==> src/rtl/stat_line_field_extractor_defines.svh <==
// Assertion macros for the stat line field extractor.
// Used by stat_line_field_extractor.sv; expects clk and rst_n in scope.
`ifndef STAT_LINE_FIELD_EXTRACTOR_DEFINES_SVH
`define STAT_LINE_FIELD_EXTRACTOR_DEFINES_SVH

// same-cycle implication, disabled in reset
`define SLFE_ASSERT_NOW(lbl, ante, cons, msg) \
  lbl: assert property (@(posedge clk) disable iff (!rst_n) (ante) |-> (cons)) else $error(msg);

// next-cycle implication, disabled in reset
`define SLFE_ASSERT_NEXT(lbl, ante, cons, msg) \
  lbl: assert property (@(posedge clk) disable iff (!rst_n) (ante) |=> (cons)) else $error(msg);

`endif

==> src/rtl/slfe_pkg.sv <==
// Package for the stat line field extractor: scan state type, character
// codes, field numbers and the per-byte scan functions. No dependencies.
`timescale 1ns / 1ps

package slfe_pkg;

  localparam logic [7:0] CH_PAREN = 8'h29;
  localparam logic [7:0] CH_SPACE = 8'h20;
  localparam logic [7:0] CH_NL    = 8'h0A;
  localparam logic [7:0] CH_NUL   = 8'h00;
  localparam logic [7:0] CH_ZERO  = 8'h30;
  localparam logic [7:0] CH_NINE  = 8'h39;

  localparam logic [4:0] FIRST_FIELD  = 5'd3;
  localparam logic [4:0] USER_FIELD   = 5'd14;
  localparam logic [4:0] SYSTEM_FIELD = 5'd15;
  localparam logic [4:0] START_FIELD  = 5'd22;
  localparam logic [4:0] FIELD_MAX    = 5'd31;

  localparam logic [63:0] ACCUM_LIMIT     = 64'd1844674407370955161;
  localparam logic [3:0]  LAST_DIGIT_OK   = 4'd5;

  typedef struct packed {
    logic        paren_seen;
    logic        scan_stopped;
    logic [4:0]  field_number;
    logic        inside_token;
    logic [63:0] number_accum;
    logic        token_bad;
    logic [63:0] user_ticks;
    logic        user_ok;
    logic [63:0] system_ticks;
    logic        system_ok;
    logic [63:0] start_value;
    logic        start_found;
  } scan_state_t;

  typedef struct packed {
    logic        user_ok;
    logic [63:0] user_ticks;
    logic        system_ok;
    logic [63:0] system_ticks;
    logic        start_found;
    logic [63:0] start_value;
  } line_fields_t;

  function automatic scan_state_t close_token(scan_state_t s);
    scan_state_t r;
    r = s;
    if (s.inside_token) begin
      if (!s.token_bad) begin
        case (s.field_number)
          USER_FIELD: begin
            r.user_ticks = s.number_accum;
            r.user_ok    = 1'b1;
          end
          SYSTEM_FIELD: begin
            r.system_ticks = s.number_accum;
            r.system_ok    = 1'b1;
          end
          START_FIELD: begin
            r.start_value = s.number_accum;
            r.start_found = 1'b1;
          end
          default: ;
        endcase
      end
      if (s.field_number < FIELD_MAX) begin
        r.field_number = s.field_number + 5'd1;
      end
      r.inside_token = 1'b0;
    end
    return r;
  endfunction

  function automatic scan_state_t take_char(scan_state_t s, logic [7:0] c);
    scan_state_t r;
    logic [63:0] acc;
    logic [3:0]  d;
    r = s;
    if (!s.inside_token) begin
      r.inside_token = 1'b1;
      r.number_accum = '0;
      r.token_bad    = 1'b0;
    end
    acc = r.number_accum;
    d   = c[3:0];
    if (c >= CH_ZERO && c <= CH_NINE) begin
      if (acc > ACCUM_LIMIT || (acc == ACCUM_LIMIT && d > LAST_DIGIT_OK)) begin
        r.number_accum = '1;
      end else begin
        r.number_accum = (acc << 3) + (acc << 1) + {60'd0, d};
      end
    end else begin
      r.token_bad = 1'b1;
    end
    return r;
  endfunction

  function automatic scan_state_t scan_byte(scan_state_t s, logic [7:0] c);
    scan_state_t r;
    r = s;
    if (!s.scan_stopped) begin
      case (c)
        CH_PAREN: begin
          r              = '0;
          r.paren_seen   = 1'b1;
          r.field_number = FIRST_FIELD;
        end
        CH_NUL, CH_NL: begin
          r              = close_token(s);
          r.scan_stopped = 1'b1;
        end
        CH_SPACE: begin
          r = close_token(s);
        end
        default: begin
          if (s.paren_seen) begin
            r = take_char(s, c);
          end
        end
      endcase
    end
    return r;
  endfunction

endpackage

==> src/rtl/slfe_if.sv <==
// Valid/ready channel interfaces for the stat line field extractor.
// Depends on nothing but the payload widths of the block.
`timescale 1ns / 1ps

interface slfe_in_if;
  logic       valid;
  logic       ready;
  logic [7:0] text_byte;
  logic       end_of_line;

  modport source (output valid, output text_byte, output end_of_line, input ready);
  modport sink   (input valid, input text_byte, input end_of_line, output ready);
endinterface

interface slfe_out_if;
  logic        valid;
  logic        ready;
  logic        cpu_ok;
  logic [63:0] cpu_ticks;
  logic        start_ok;
  logic [63:0] start_ticks;

  modport source (output valid, output cpu_ok, output cpu_ticks, output start_ok,
                  output start_ticks, input ready);
  modport sink   (input valid, input cpu_ok, input cpu_ticks, input start_ok,
                  input start_ticks, output ready);
endinterface

==> src/rtl/stat_line_field_extractor.sv <==
// Channel   Dir  Payload                                       Beat
// in_ch     in   text_byte[7:0], end_of_line                   one char per beat
// out_ch    out  cpu_ok, cpu_ticks[63:0], start_ok, start_ticks one result per line
//
// One byte per cycle while in_ch.ready is high; the scan state updates in the cycle the beat is taken.
// A result passes from its end_of_line beat into the field capture
// stage, then through the 64-bit user+system add into the output register.
// Reset (rst_n low, synchronous) clears the scan state and the valid flags of both stages.
// A stalled out_ch fills both stages, then in_ch.ready drops for every byte;
// until both stages hold a result, any byte is taken.
// Depends on slfe_pkg, slfe_if and stat_line_field_extractor_defines.svh.
`timescale 1ns / 1ps
`include "stat_line_field_extractor_defines.svh"

module stat_line_field_extractor (
  input  logic              clk,
  input  logic              rst_n,
  slfe_in_if.sink           in_ch,
  slfe_out_if.source        out_ch
);

  slfe_pkg::scan_state_t  state_r, state_nxt, byte_s, final_s;
  slfe_pkg::line_fields_t fields_r, fields_nxt;
  logic                   fields_valid_r;
  logic                   fields_adv;
  logic                   in_acc;
  logic                   out_valid_r;
  logic                   cpu_ok_r, start_ok_r;
  logic [63:0]            cpu_ticks_r, start_ticks_r;

  assign fields_adv  = !out_valid_r || out_ch.ready;
  assign in_ch.ready = !fields_valid_r || fields_adv;
  assign in_acc      = in_ch.valid && in_ch.ready;

  always_comb begin
    byte_s  = slfe_pkg::scan_byte(state_r, in_ch.text_byte);
    final_s = byte_s.scan_stopped ? byte_s : slfe_pkg::close_token(byte_s);
    state_nxt = in_ch.end_of_line ? '0 : byte_s;
    fields_nxt.user_ok      = final_s.user_ok;
    fields_nxt.user_ticks   = final_s.user_ticks;
    fields_nxt.system_ok    = final_s.system_ok;
    fields_nxt.system_ticks = final_s.system_ticks;
    fields_nxt.start_found  = final_s.start_found;
    fields_nxt.start_value  = final_s.start_value;
  end

  always_ff @(posedge clk) begin
    if (!rst_n) begin
      state_r <= '0;
    end else if (in_acc) begin
      state_r <= state_nxt;
    end
  end

  always_ff @(posedge clk) begin
    if (!rst_n) begin
      fields_valid_r <= 1'b0;
    end else if (in_acc && in_ch.end_of_line) begin
      fields_valid_r <= 1'b1;
    end else if (fields_adv) begin
      fields_valid_r <= 1'b0;
    end
  end

  always_ff @(posedge clk) begin
    if (in_acc && in_ch.end_of_line) begin
      fields_r <= fields_nxt;
    end
  end

  always_ff @(posedge clk) begin
    if (!rst_n) begin
      out_valid_r <= 1'b0;
    end else if (fields_adv) begin
      out_valid_r <= fields_valid_r;
    end
  end

  always_ff @(posedge clk) begin
    if (fields_adv && fields_valid_r) begin
      cpu_ok_r      <= fields_r.user_ok && fields_r.system_ok;
      cpu_ticks_r   <= (fields_r.user_ok && fields_r.system_ok) ?
                       fields_r.user_ticks + fields_r.system_ticks : 64'd0;
      start_ok_r    <= fields_r.start_found;
      start_ticks_r <= fields_r.start_found ? fields_r.start_value : 64'd0;
    end
  end

  assign out_ch.valid       = out_valid_r;
  assign out_ch.cpu_ok      = cpu_ok_r;
  assign out_ch.cpu_ticks   = cpu_ticks_r;
  assign out_ch.start_ok    = start_ok_r;
  assign out_ch.start_ticks = start_ticks_r;

  `SLFE_ASSERT_NEXT(a_line_end_clears, in_acc && in_ch.end_of_line, state_r == '0 && fields_valid_r, "scan state not cleared after line end")
  `SLFE_ASSERT_NEXT(a_fields_to_out, fields_valid_r && fields_adv, out_ch.valid, "captured fields did not reach the output")
  `SLFE_ASSERT_NOW(a_ready_backpressure, !in_ch.ready, fields_valid_r && out_valid_r && !out_ch.ready, "input stalled with room downstream")
  `SLFE_ASSERT_NOW(a_cpu_zero, out_ch.valid && !out_ch.cpu_ok, out_ch.cpu_ticks == 64'd0, "cpu ticks nonzero without cpu_ok")

endmodule

==> src/flat_wrapper.sv <==
// flat-port wrapper written by rule: the top's interface ports become plain ports
module stat_line_field_extractor_flat 
  (clk, rst_n, in_ch_valid, in_ch_text_byte, in_ch_end_of_line, in_ch_ready, out_ch_valid, out_ch_cpu_ok, out_ch_cpu_ticks, out_ch_start_ok, out_ch_start_ticks, out_ch_ready);
  slfe_in_if in_ch_i ();
  slfe_out_if out_ch_i ();
  input  logic clk;
  input  logic rst_n;
  input wire logic [$bits(in_ch_i.valid)-1:0] in_ch_valid;
  input wire logic [$bits(in_ch_i.text_byte)-1:0] in_ch_text_byte;
  input wire logic [$bits(in_ch_i.end_of_line)-1:0] in_ch_end_of_line;
  output wire logic [$bits(in_ch_i.ready)-1:0] in_ch_ready;
  output wire logic [$bits(out_ch_i.valid)-1:0] out_ch_valid;
  output wire logic [$bits(out_ch_i.cpu_ok)-1:0] out_ch_cpu_ok;
  output wire logic [$bits(out_ch_i.cpu_ticks)-1:0] out_ch_cpu_ticks;
  output wire logic [$bits(out_ch_i.start_ok)-1:0] out_ch_start_ok;
  output wire logic [$bits(out_ch_i.start_ticks)-1:0] out_ch_start_ticks;
  input wire logic [$bits(out_ch_i.ready)-1:0] out_ch_ready;
  assign in_ch_i.valid = in_ch_valid;
  assign in_ch_i.text_byte = in_ch_text_byte;
  assign in_ch_i.end_of_line = in_ch_end_of_line;
  assign in_ch_ready = in_ch_i.ready;
  assign out_ch_valid = out_ch_i.valid;
  assign out_ch_cpu_ok = out_ch_i.cpu_ok;
  assign out_ch_cpu_ticks = out_ch_i.cpu_ticks;
  assign out_ch_start_ok = out_ch_i.start_ok;
  assign out_ch_start_ticks = out_ch_i.start_ticks;
  assign out_ch_i.ready = out_ch_ready;
  stat_line_field_extractor u_core (.clk(clk), .rst_n(rst_n), .in_ch(in_ch_i), .out_ch(out_ch_i));
endmodule
==> config.mk <==
export PLATFORM = sky130hd
export DESIGN_NAME = stat_line_field_extractor_flat
export DESIGN_NICKNAME = d
export VERILOG_FILES = /design/src/rtl/slfe_pkg.sv /design/src/rtl/slfe_if.sv /design/src/rtl/stat_line_field_extractor.sv /design/src/flat_wrapper.sv
export VERILOG_INCLUDE_DIRS = /design/src /design/src/rtl
export SDC_FILE = /design/constraint.sdc
export NUM_CORES = 2
export LEC_CHECK = 0
export BUFFER_PORTS_ARGS = -buffer_cell sky130_fd_sc_hd__buf_2
export CAP_MARGIN = 20
export CORE_UTILIZATION = 40
export CTS_BUF_LIST = sky130_fd_sc_hd__clkbuf_16
export CTS_CLUSTER_DIAMETER = 150
export CTS_CLUSTER_SIZE = 10
export DETAILED_ROUTE_END_ITERATION = 10
export PLACE_DENSITY = 0.58
export SYNTH_ARGS = -nofsm -noshare
export SYNTH_HDL_FRONTEND = slang
export SYNTH_SLANG_ARGS = --single-unit
==> constraint.sdc <==
create_clock -name clk -period 16.7 [get_ports clk]
set_input_delay 2.505 -clock clk [delete_from_list [all_inputs] [get_ports clk]]
set_output_delay 2.505 -clock clk [all_outputs]
set_load 0.05 [all_outputs]
Yosys cells after proc, flatten, opt, wreduce, memory -nomap -nowiden:

Cells that the tools add are included.
W data, S select, Z words.

* register bits after elaboration: 595
* latch bits: 0
* memory bits (writable): 0
* memory bits (read-only): 0
* input bits: 13
* output and inout port bits: 132
* word-level logic and storage cells: 84
* memories: 0

* add/sub/neg operators: 4
* $mul: 0
* divide/modulo/power cells: 0
* order comparisons: 5
* equal/unequal tests: 10
* shift operators: 0
* multiplexer cells: 26
* bitwise logic cells: 0
* reductions and logical operators: 15

Operator list (number)
* $mux W195: 5
* $mux W268: 3
* $pmux W268 S3: 1
* $mux W65: 7
* $mux W66: 3
* $add A64 B64 Y64: 2
* $mux W64: 2
* $add A64 B4 Y64: 1
* $eq A64 B61 Y1 const B: 1
* $gt A64 B61 Y1 const B: 1
* $eq A5 B4 Y1 const B: 4
* $eq A8 B6 Y1 const B: 2
* $eq A5 B5 Y1 const B: 2
* $eq A8 B4 Y1 const B: 1
* $ge A8 B6 Y1 const B: 1
* $le A8 B6 Y1 const B: 1
* $logic_not A8 Y1: 1
* $logic_and A1 B1 Y1: 6
* $mux W6: 1
* $add A5 B1 Y5 const B: 1
* $lt A5 B5 Y1 const B: 1
* $mux W5: 1
* $gt A4 B3 Y1 const B: 1
* $reduce_or A4 Y1: 1
* 5 further kinds: 10

Depth between registers and ports, before layout:

* depth in word-level cells: 17
* depth in mapped cells: 20
* depth with buffers taken out: 15

Worst setup path after synthesis:

No wires, ideal clock.

* path type: input to register
* start: input port out_ch_ready
* end: register u_core.cpu_ok_r, in the netlist u_core.out_ch.cpu_ok (enable)
* library setup time: 0.637 ns
* arrival: 8.326 ns
* data required time: 16.063 ns
* path slack: 7.738 ns
* stages on the path: 2
* path buffers: 0
* cell sequence: nor2b_1 -> nor2b_1

* longest elaborated chain between the ends: 2

Ends and longest elaborated chain
* from (decl): RTL line flat_wrapper.sv:17 `input wire logic [$bits(out_ch_i.ready)-1:0] out_ch_ready;`
* $logic_or A1 B1 Y1: RTL line stat_line_field_extractor.sv:31 `assign fields_adv = !out_valid_r || out_ch.ready;`
* $logic_and A1 B1 Y1: RTL line stat_line_field_extractor.sv:80 `if (fields_adv && fields_valid_r) begin`
* to (signal assigned): RTL line stat_line_field_extractor.sv:81 `cpu_ok_r <= fields_r.user_ok && fields_r.system_ok;`
* to (decl): RTL line stat_line_field_extractor.sv:28 `logic cpu_ok_r, start_ok_r;`

No other way between the ends.
A chain may end at the register's enable or synchronous reset.

Worst setup path in the final report:

* start: input port out_ch_ready
* end: output port in_ch_ready

* longest elaborated chain between the ends: 2

Ends and longest elaborated chain
* $logic_or A1 B1 Y1: RTL line stat_line_field_extractor.sv:31
* $logic_or A1 B1 Y1: RTL line stat_line_field_extractor.sv:32 `assign in_ch.ready = !fields_valid_r || fields_adv;`
* to (decl): RTL line flat_wrapper.sv:11 `output wire logic [$bits(in_ch_i.ready)-1:0] in_ch_ready;`

No other way between the ends.

==> flow_summary.ini <==
[routing]
via_per_inst = 6.07
drc_errors = 0
vias = 32400
drtPass1Iterations = 6
drt_iter0_drc = 3668
routed_wl_um = 125000
ant_nets = 0
routedWlPerCell_um = 23.5

[worst_setup_path]
cp.required_ns = 14.20
crit_slowest_cell = nor2b_1
crit_chain = buf_2 -> nor2b_1 -> nand2_1 -> buf_2
setup.worst_path.start_class = primary input
rrSetupSlack_ns = 10.94
reg2reg_to = u_core.fields_r[35]
cpPeakStageDelay_ns = 0.53
ff2ff_path_depth = 15
cp_max_fo = 4
worstSetupPathType = in -> out
rr_startpoint = u_core.state_r[260]
worstSetupEndpointType = output pin
critPathArrivalTime_ns = 3.73
path_common_cell = buf_2

[outcome]
outcome = finished clean

[sta]
hold_violations = 0
fin_setup_tns_ns = 0
clock_skew_ns = 0.0435
worst-slew-pin-transition_ns = 1.27
final_max_slew_viol_count = 0
setup_viol = 0
grt_setup_unrepaired = false
max_freq_mhz = 160
fin_crit_sh_pct = 37.3
period_minus_slack_ns = 6.24
slew_headroom_pct = 14.6

[placement]
dpl-instance-area_um2 = 38100
gp_congestion = 0.941
dp_hpwl_um = 85600
port_buffers = 144

[layout]
diodes = 0
layout_common_cells = a21oi_1 (460), nand2_1 (441), o21ai_0 (358)
seq_area_um2 = 15200
design_area_um2 = 40100
multiInputGateArea_um2 = 20100
syn_to_final_growth_pct = 9.34
fin_nets = 4308
nFillCells = 8776
layout_commonest_cell = a21oi_1
drive_gt1_share_pct = 8.28

[run]
cap_violations = 0

[clock_network]
clkTransAtPathRegs_ns = 0.05
cts.sinks = 595
post-cts-setup-buffer-count = 0
clock_latency_ns = 0.63
cts-buffers-inserted = 69
cts_tree = built
cts_resized = 0
root_buffer = clkbuf_16
clock_path_buffers = 3
cts-hold-fix-buffers = 0
htreeDepth = 3

[synthesis]
syn_avg_cell_area_um2 = 8.78
synth_warnings = 0
ys_types = 93
ys_async_sr_fraction_pct = 0
seq_area_frac_synth_pct = 41.4
synth_edf_count = 325
synth_nets = 4380
yosys-top-cells-area = edfxtp_1 (27%), dfxtp_1 (15%), ha_1 (6.5%)
ys_ff_latch = 595
netlist_area_um2 = 36700
netlist.area_leader.share_pct = 26.6
synth-main-ff-cell = edfxtp_1
synth_cells = 4176
yosysTopAreaCell = edfxtp_1

[floorplanning]
die_y_um = 305
start_util_pct = 40.5
core_area_um2 = 90400
die_w_um = 305
boundaryPins = 145
row_count = 110
die_area_um2 = 92900

[power]
leakagePower_nw = 15.8
power.density_nw_per_um2 = 77.6
peakVddDrop_mv = 0.0676

[hold_path]
min_path_type = reg -> reg
hp-start = u_core.state_r[65]
min_to = u_core.state_r[65]
min_path_cells = 2

[grt]
antenna_found_initial = 6
grtUsageTotal_pct = 26.1
gr-total-overflow = 0
grt_pass1_vias = 29600
grt_pass1_wl_um = 188000
grt_max_degree = 132
==> cells by family (layout without fill, tap and decap cells) <==
group | Yosys count | count (layout) | share of synthesized area, %
AO/OA/AOI/OAI | 1466 | 1466 | 25.2
XOR/XNOR | 86 | 86 | 2.05
flip-flops | 595 | 595 | 41.4
buffers and inverters | 405 | 385 | 4.33
adder cells (fa/ha/maj) | 191 | 191 | 6.56
multiplexers | 69 | 69 | 1.90
AND/OR/NAND/NOR | 1364 | 1364 | 18.6
==> worst max path at each step <==
stage	from	to	slack, ns	cells after the start
2_1_floorplan	out_ch_ready	u_core.out_ch.cpu_ok	7.74	2
3_3_place_gp	in_ch_text_byte[2]	u_core.fields_r[60]	10.15	15
3_5_place_dp	in_ch_text_byte[2]	u_core.fields_r[47]	10.09	10
4_1_cts	out_ch_ready	in_ch_ready	10.49	4
5_1_grt	out_ch_ready	in_ch_ready	10.41	4
6_report	out_ch_ready	in_ch_ready	10.46	4
==> power breakdown <==
part / internal, mW / switching, mW / total [mW]
registers: 1.56 / 0.0105 / 1.57
logic: 0.0385 / 0.126 / 0.165
clock network: 0.762 / 0.613 / 1.37
total: 2.36 / 0.749 / 3.11
==> cell type report <==
cell class / instances / share of cell area (%)
multi-input combinational: 3176 / 50.0
sequential: 595 / 37.8
clock buffer: 71 / 4.43
tap: 1176 / 3.67
timing repair buffer: 197 / 2.88
inverter: 65 / 0.627
clock inverter: 52 / 0.503
==> critical path, delay by kind of cell <==
family                 cells  cell delay, ns
buffers and inverters      2            0.42
AND/OR/NAND/NOR            2            0.80
==> metrics by stage <==
step	hold WS, ns	cells	setup slack, ns	power, mW	util, %
detailed placement	0.448	5207	10.09	1.77	42.1
floorplan	0.424	4176	7.74	1.71	-
CTS	0.463	5330	10.49	3.13	44.3
global placement	0.446	5207	10.15	1.77	42.1
global route	0.484	5332	10.41	3.19	44.3
finish	0.459	5332	10.46	3.11	44.3
==> registers in the layout, summed over array words and instances, names as in the netlist <==
register                   cells
u_core.fields_r              195
u_core.fields_valid_r          1
u_core.out_ch.cpu_ok           1
u_core.out_ch.cpu_ticks       64
u_core.out_ch.start_ok         1
u_core.out_ch.start_ticks     64
u_core.out_ch.valid            1
u_core.state_r               268
==> cell usage after synthesis, drive strengths merged (20+ instances only) <==
| cell type | number |
|---|---|
| nor3 | 56 |
| a22o | 21 |
| nand2 | 444 |
| nand3 | 58 |
| xor2 | 35 |
| a21o | 104 |
| dfxtp | 270 |
| a211oi | 50 |
| o21ai | 372 |
| xnor2 | 51 |
| nand4 | 34 |
| o21bai | 20 |
| nor4 | 21 |
| inv | 65 |
| nor2 | 233 |
| ha | 189 |
| buf | 57 |
| mux2i | 63 |
| nor2b | 134 |
| a31oi | 46 |
| and3 | 61 |
| edfxtp | 325 |
| a22oi | 121 |
| a21oi | 462 |
| a221oi | 39 |
| o21a | 45 |
| and2 | 245 |
| clkbuf | 283 |
| o31ai | 33 |
==> routing by layer <==
metal,up-vias,part of all wire (%),global-route usage [%]
met5,-,0.030,0
met2,1401,42,38.0
li1,15200,-,-
met4,6,2.8,8.22
met3,191,8.3,3.67
met1,15600,47,39.4
Note: power is estimated with default switching activity, not from simulation.
